`src/slri_pkg.sv`:
```
`timescale 1ns / 1ps

package slri_pkg;

  // payload widths fixed by the item format
  localparam int DATA_WIDTH  = 32;
  localparam int COUNT_WIDTH = 5;

  typedef enum logic {
    CMD_INSERT = 1'b0,
    CMD_REMOVE = 1'b1
  } cmd_t;

  typedef enum logic [1:0] {
    ST_INSERTED  = 2'd0,
    ST_DROPPED   = 2'd1,
    ST_REMOVED   = 2'd2,
    ST_NOT_FOUND = 2'd3
  } status_t;

  typedef struct packed {
    cmd_t                          cmd;
    logic signed [DATA_WIDTH-1:0]  value;
  } in_item_t;

  typedef struct packed {
    status_t                       status;
    logic [COUNT_WIDTH-1:0]        entry_count;
    logic signed [DATA_WIDTH-1:0]  head_value;
    logic                          head_valid;
  } out_item_t;

  // broadcast to every cell of the chain
  typedef struct packed {
    logic ins;   // insert takes effect this cycle
    logic rem;   // remove of a matching entry takes effect this cycle
  } slri_ctrl_t;

endpackage

```
`src/slri_cell.sv`:
```
`timescale 1ns / 1ps

module slri_cell (
  input  logic                                   clk,
  input  logic                                   rst,
  input  slri_pkg::slri_ctrl_t                   ctrl,
  input  logic                                   desc,
  input  logic signed [slri_pkg::DATA_WIDTH-1:0] value,
  input  logic signed [slri_pkg::DATA_WIDTH-1:0] left_entry,
  input  logic                                   left_valid,
  input  logic signed [slri_pkg::DATA_WIDTH-1:0] right_entry,
  input  logic                                   right_valid,
  input  logic                                   pass_in,
  output logic                                   pass_out,
  output logic                                   hit,
  output logic signed [slri_pkg::DATA_WIDTH-1:0] entry,
  output logic                                   valid,
  output logic signed [slri_pkg::DATA_WIDTH-1:0] entry_next,
  output logic                                   valid_next
);
  import slri_pkg::*;

  logic prec;
  logic at_pos;

  // entry sorts strictly before the incoming value
  assign prec = valid && (desc ? (entry > value) : (entry < value));

  // scan stops at the first cell whose entry is not strictly before the value
  assign pass_out = pass_in && prec;
  assign at_pos   = pass_in && !prec;
  assign hit      = at_pos && valid && (entry == value);

  // cells at or past the stop point shift toward tail on insert, head on remove
  always_comb begin
    entry_next = entry;
    valid_next = valid;
    if (ctrl.ins && !pass_out) begin
      entry_next = pass_in ? value : left_entry;
      valid_next = pass_in ? 1'b1 : left_valid;
    end else if (ctrl.rem && !pass_out) begin
      entry_next = right_entry;
      valid_next = right_valid;
    end
  end

  // entry storage
  always_ff @(posedge clk) begin
    entry <= entry_next;
  end

  // occupancy flag
  always_ff @(posedge clk) begin
    if (rst) begin
      valid <= 1'b0;
    end else begin
      valid <= valid_next;
    end
  end

endmodule

```
`src/sorted_list_insert_remove.sv`:
```
`timescale 1ns / 1ps

// Bounded sorted list of signed values held in a row of DEPTH cells, head in
// cell 0. Each transfer on the input either inserts a value (before the first
// entry not strictly before it; dropped when full) or removes the first equal
// entry, and produces one result with status, entry count and head entry.
// Every cell compares against the value at once and a short stop chain runs
// through the row, so an item is resolved combinationally and the result appears
// on the output register the cycle after the input transfer; the block takes
// one item per cycle while the output is not stalled. descending (cfg_we /
// cfg_data) picks the order for later items; stored entries are not reordered.
module sorted_list_insert_remove #(
  parameter int DEPTH = 16
) (
  input  logic                 clk,
  input  logic                 rst,
  input  logic                 cfg_we,
  input  logic                 cfg_data,
  input  logic                 in_valid,
  output logic                 in_stall,
  input  slri_pkg::in_item_t   in_item,
  output logic                 out_valid,
  input  logic                 out_stall,
  output slri_pkg::out_item_t  out_item
);
  import slri_pkg::*;

  localparam int CNT_W = $clog2(DEPTH + 1);

  logic                         descending;
  logic [CNT_W-1:0]             occupancy;
  logic [CNT_W-1:0]             occupancy_next;
  logic                         fire;
  logic                         full;
  logic                         found;
  slri_ctrl_t                   ctrl;
  status_t                      status;
  logic [DEPTH:0]               pass;
  logic [DEPTH-1:0]             hit_vec;
  logic [DEPTH-1:0]             valid_vec;
  logic [DEPTH-1:0]             valid_next_vec;
  logic signed [DATA_WIDTH-1:0] entry_q      [DEPTH];
  logic signed [DATA_WIDTH-1:0] entry_next_q [DEPTH];
  logic [CNT_W+COUNT_WIDTH-1:0] count_wide;
  out_item_t                    out_item_next;

  // input transfer whenever the output register can take the result
  assign in_stall = out_valid && out_stall;
  assign fire     = in_valid && !in_stall;

  assign full  = (occupancy == CNT_W'(DEPTH));
  assign found = |hit_vec;

  // control broadcast to the cells
  always_comb begin
    ctrl.ins  = fire && (in_item.cmd == CMD_INSERT) && !full;
    ctrl.rem  = fire && (in_item.cmd == CMD_REMOVE) && found;
  end

  // cell row
  assign pass[0] = 1'b1;

  for (genvar i = 0; i < DEPTH; i++) begin : g_cell
    logic signed [DATA_WIDTH-1:0] left_e;
    logic signed [DATA_WIDTH-1:0] right_e;
    logic                         left_v;
    logic                         right_v;

    if (i == 0) begin : g_head
      assign left_e = '0;
      assign left_v = 1'b0;
    end else begin : g_mid_l
      assign left_e = entry_q[i-1];
      assign left_v = valid_vec[i-1];
    end

    if (i == DEPTH - 1) begin : g_tail
      assign right_e = '0;
      assign right_v = 1'b0;
    end else begin : g_mid_r
      assign right_e = entry_q[i+1];
      assign right_v = valid_vec[i+1];
    end

    slri_cell u_cell (
      .clk         (clk),
      .rst         (rst),
      .ctrl        (ctrl),
      .desc        (descending),
      .value       (in_item.value),
      .left_entry  (left_e),
      .left_valid  (left_v),
      .right_entry (right_e),
      .right_valid (right_v),
      .pass_in     (pass[i]),
      .pass_out    (pass[i+1]),
      .hit         (hit_vec[i]),
      .entry       (entry_q[i]),
      .valid       (valid_vec[i]),
      .entry_next  (entry_next_q[i]),
      .valid_next  (valid_next_vec[i])
    );
  end

  // count and status of this item
  always_comb begin
    occupancy_next = occupancy;
    status         = ST_NOT_FOUND;
    if (in_item.cmd == CMD_INSERT) begin
      if (full) begin
        status = ST_DROPPED;
      end else begin
        status         = ST_INSERTED;
        occupancy_next = occupancy + CNT_W'(1);
      end
    end else if (found) begin
      status         = ST_REMOVED;
      occupancy_next = occupancy - CNT_W'(1);
    end
  end

  // result built from the state after this item
  assign count_wide = (CNT_W + COUNT_WIDTH)'(occupancy_next);

  always_comb begin
    out_item_next.status      = status;
    out_item_next.entry_count = count_wide[COUNT_WIDTH-1:0];
    out_item_next.head_valid  = valid_next_vec[0];
    out_item_next.head_value  = valid_next_vec[0] ? entry_next_q[0] : '0;
  end

  // mode register
  always_ff @(posedge clk) begin
    if (rst) begin
      descending <= 1'b0;
    end else if (cfg_we) begin
      descending <= cfg_data;
    end
  end

  // occupancy counter
  always_ff @(posedge clk) begin
    if (rst) begin
      occupancy <= '0;
    end else if (fire) begin
      occupancy <= occupancy_next;
    end
  end

  // output register
  always_ff @(posedge clk) begin
    if (rst) begin
      out_valid <= 1'b0;
    end else begin
      out_valid <= fire || (out_valid && out_stall);
    end
  end

  always_ff @(posedge clk) begin
    if (fire) begin
      out_item <= out_item_next;
    end
  end

  // cell flags agree with the counter
  a_count_matches: assert property (@(posedge clk) disable iff (rst)
    $countones(valid_vec) == occupancy)
    else $error("cell valid flags disagree with occupancy");

  // occupied cells form a prefix from the head
  a_prefix: assert property (@(posedge clk) disable iff (rst)
    $onehot0(valid_vec ^ (valid_vec >> 1)) && (valid_vec[0] || valid_vec == '0))
    else $error("occupied cells are not contiguous from the head");

  // the scan runs past the tail only when every cell is occupied
  a_pass_full: assert property (@(posedge clk) disable iff (rst)
    pass[DEPTH] |-> full)
    else $error("scan passed every cell of a list that is not full");

  // at most one cell can match on a remove
  a_one_hit: assert property (@(posedge clk) disable iff (rst)
    $onehot0(hit_vec))
    else $error("more than one cell reports a match");

  // a transfer always produces a result next cycle
  a_result: assert property (@(posedge clk) disable iff (rst)
    fire |=> out_valid)
    else $error("accepted item produced no result");

endmodule
```
`config.mk`:
```
export PLATFORM = sky130hd
export DESIGN_NAME = sorted_list_insert_remove
export DESIGN_NICKNAME = d
export VERILOG_FILES = /design/src/slri_pkg.sv /design/src/slri_cell.sv /design/src/sorted_list_insert_remove.sv
export SDC_FILE = /design/constraint.sdc
export NUM_CORES = 2
export LEC_CHECK = 0
export BUFFER_PORTS_ARGS = -buffer_cell sky130_fd_sc_hd__buf_2
export CAP_MARGIN = 30
export CORE_ASPECT_RATIO = 1.75
export CORE_MARGIN = 2
export CORE_UTILIZATION = 35
export CTS_CLUSTER_DIAMETER = 100
export DETAILED_ROUTE_END_ITERATION = 8
export HOLD_SLACK_MARGIN = 0.02
export SYNTH_ARGS = -nofsm -noshare
export SYNTH_HDL_FRONTEND = slang
export SYNTH_SLANG_ARGS = --single-unit
export TNS_END_PERCENT = 1
```
`constraint.sdc`:
```
create_clock -name clk -period 18.8 [get_ports clk]
set_input_delay 2.82 -clock clk [delete_from_list [all_inputs] [get_ports clk]]
set_output_delay 2.82 -clock clk [all_outputs]
set_load 0.1 [all_outputs]
```
==> results.json <==
{
  "numCtsBuffers": 56,
  "endpoint_kind": "flip-flop",
  "die_h_um": 458.8,
  "post_cts_buffers": 0,
  "holdWs_ps": 524.2,
  "place_area_um2": 43850,
  "ys_types": 87,
  "cap_violations": 0,
  "power.internal_uw": 2379,
  "synthFlopType": "edfxtp_1",
  "grt_usage_pct": 23.49,
  "drv_slew": 0,
  "top_layer": "met4",
  "synth-edff-count": 520,
  "path_clk_slew_ps": 70,
  "period_minus_slack_ps": 9643,
  "synthToLayoutAreaGrowth_pct": 10.45,
  "netlist_instances": 4420,
  "cts_tree": "yes",
  "std_cell_rows": 166,
  "ys_seq_area_share_pct": 40.40,
  "grt_pass1_wl_um": 216200,
  "ir_worst_vdd_mv": 0.08045,
  "power_frac_comb_pct": 19.6,
  "io_buffers": 80,
  "netlist_area_um2": 41370,
  "post_cts_resized": 0,
  "p_clk_share_pct": 34.9,
  "ctsHoldBuffers": 0,
  "powerDensity_nw_per_um2": 75.53,
  "setup_tns_ps": 0,
  "clockBufferDepth": 3,
  "setup_viol": 0,
  "vias_per_cell": 5.824,
  "ant_nets": 0,
  "pwr-share-seq_pct": 45.5,
  "yosysWarningCount": 0,
  "drt_first_pass_iters": 5,
  "place.gp.congestion": 0.9692,
  "wl_met3_um": 5577,
  "avgRoutedWirePerCell_um": 24.33,
  "period_share_pct": 51.29,
  "grt_max_degree": 82,
  "grt_setup_unrepaired": "false",
  "wl_met2_um": 77000,
  "cp.required_ps": 19150,
  "clk_latency_ps": 660,
  "p_leak_uw": 0.01841,
  "coreArea_um2": 117100,
  "fin_skew_ps": 18.40,
  "drt_iter0_drc": 2551,
  "mostFrequentLayoutCell": "a21oi_1",
  "drc": 0,
  "dieArea_um2": 121100,
  "nets": 4957,
  "stdcell_count": 5962,
  "timing.fmax_mhz": 103.7,
  "status": "complete, no violations",
  "drive_above_1_share_pct": 7.417,
  "cts-root-buf": "clkbuf_16",
  "grt_pass1_vias": 34997,
  "final_cell_mix": "a21oi_1, nor2_1, edfxtp_1, ha_1, nand2_1",
  "initial_core_util_pct": 35.32,
  "critPathKind": "in2reg",
  "async_flop_share_pct": 0,
  "drt_wl_total_um": 145100,
  "fin_area_um2": 45700,
  "cp_max_fo": 22,
  "dp_cells": 5857,
  "crit_arrival_ps": 10000,
  "met1Wirelength_um": 47590,
  "num_vias": 34724,
  "htree_levels": 2,
  "sw_frac_of_total_pct": 31.08,
  "fillCellCount": 11658,
  "clkSinkCount": 575,
  "worst_pin_slew_ps": 1176,
  "hold_viol_final": 0,
  "ios": 81,
  "hold_path.class": "reg2reg",
  "worstSetupStartpointType": "input port",
  "die_w_um": 263.9,
  "p_switching_uw": 1073,
  "synth_seq_cells": 575,
  "slew_headroom_pct": 21.61,
  "syn_area_per_cell_um2": 9.361,
  "hpwl_um": 111800,
  "antenna_found_initial": 1,
  "overflow": 0,
  "synth_fp_nets": 4973
}
[routing by layer]
metal	vias to the layer above	GRT usage (%)
li1	16579	-
met1	16539	21.91
met2	1112	44.82
met3	494	2.345
met4	0	21.15
met5	-	0
[Yosys cell counts (8+ instances only)]
master       n  area, um2
buf_1       10      37.54
nor2_1     602       2260
o2111ai_1    9      78.83
buf_2       30      150.1
o21ai_0    207       1036
nor2b_1     25      156.4
a21o_1      53      397.9
nand3_1    112      560.5
dfxtp_1     55       1101
and3_1      18      112.6
nor4_1      25      156.4
o21ai_1     15      75.07
o31ai_1      9      67.56
clkbuf_1   203      762.0
mux2i_1    309       3093
and2_1      13      81.33
edfxtp_1   520      15610
nand2b_1    12      75.07
nand4_1    141      882.1
and4_1       8      70.07
a311oi_1    12      105.1
a221oi_1    10      87.58
or3_1       14      87.58
nand2_1    391       1468
ha_1       514       6431
buf_4        9      67.56
o21a_1      11      82.58
inv_1       81      304.0
nor3_1      61      305.3
a21oi_1    660       3303
a211oi_1    31      232.7
o211ai_1    90      675.7
a31oi_1     17      106.4
o221ai_1     9      78.83
[logic make-up after synthesis]
logic type | count (synthesis) | share of synthesized area (%)
AND/OR/NAND/NOR | 1452 | 15.74
AO/OA/AOI/OAI | 1219 | 17.23
flip-flops | 575 | 40.40
adder cells (fa/ha/maj) | 514 | 15.54
buffers and inverters | 334 | 3.206
multiplexers | 316 | 7.672
XOR/XNOR | 10 | 0.2117
[power by group through the flow]
| stage | Combinational [uW] | Clock [uW] | Sequential [uW] |
|---|---|---|---|
| after CTS | 671 | 1230 | 1570 |
| after global placement | 648 | 0 | 1600 |
| final | 676 | 1200 | 1570 |
| after global routing | 743 | 1260 | 1580 |
| after floorplan | 410 | 0 | 1610 |
| after detailed placement | 669 | 0 | 1600 |
[path summary, 6_finish.rpt]
path | start | end | slack [ps] | cells after the start
worst max-delay path | in_item[31] | g_cell[10].u_cell.entry[28]$_DFFE_PP_ | 9160 | 17
worst min-delay path | g_cell[0].u_cell.entry[13]$_DFF_P_ | g_cell[0].u_cell.entry[13]$_DFF_P_ | 520 | 2
worst max register to register | g_cell[1].u_cell.entry[14]$_DFFE_PP_ | g_cell[10].u_cell.entry[28]$_DFFE_PP_ | 11550 | 15
worst min register to register | g_cell[0].u_cell.entry[13]$_DFF_P_ | g_cell[0].u_cell.entry[13]$_DFF_P_ | 520 | 2
[through the flow]
step                util (%)  power (uW)  setup slack (ps)
floorplan                  -        2024             10520
global placement       37.21        2247              7547
detailed placement     37.44        2267              8438
CTS                    39.00        3471              9140
global route           39.01        3585              9006
finish                 39.01        3451              9157
[worst max-delay path: stages]
cell       delay, ps
buf_2            250
inv_1            420
ha_1             590
nand4_1          280
nor3_1           660
nand4_1          440
a211oi_1         880
nor3_1           120
xnor2_1          370
mux2_2           440
nor3b_1          310
o2111ai_1        300
a31oi_2          950
nor2_2            20
buf_4            290
nor2_4           550
buf_16           240
[cell type report]
| class | count | area [um2] | share of cell area [%] |
|---|---|---|---|
| Clock inverter | 24 | 290.3 | 0.6352 |
| Inverter | 81 | 304.0 | 0.6654 |
| Clock buffer | 79 | 1540 | 3.371 |
| Timing Repair Buffer | 179 | 1306 | 2.859 |
| Multi-Input combinational cell | 3511 | 23640 | 51.74 |
| Sequential cell | 575 | 16720 | 36.58 |
| Tap cell | 1512 | 1892 | 4.140 |
| Antenna cell | 1 | 2.502 | 0.005476 |
[sequential cells by signal, indices dropped and copies added (netlist names)]
name and cells:
out_item 40, g_cell.u_cell.valid 16, out_valid 1, occupancy 5, g_cell.u_cell.entry 512, descending 1
Power figures use the tool's default switching activity.
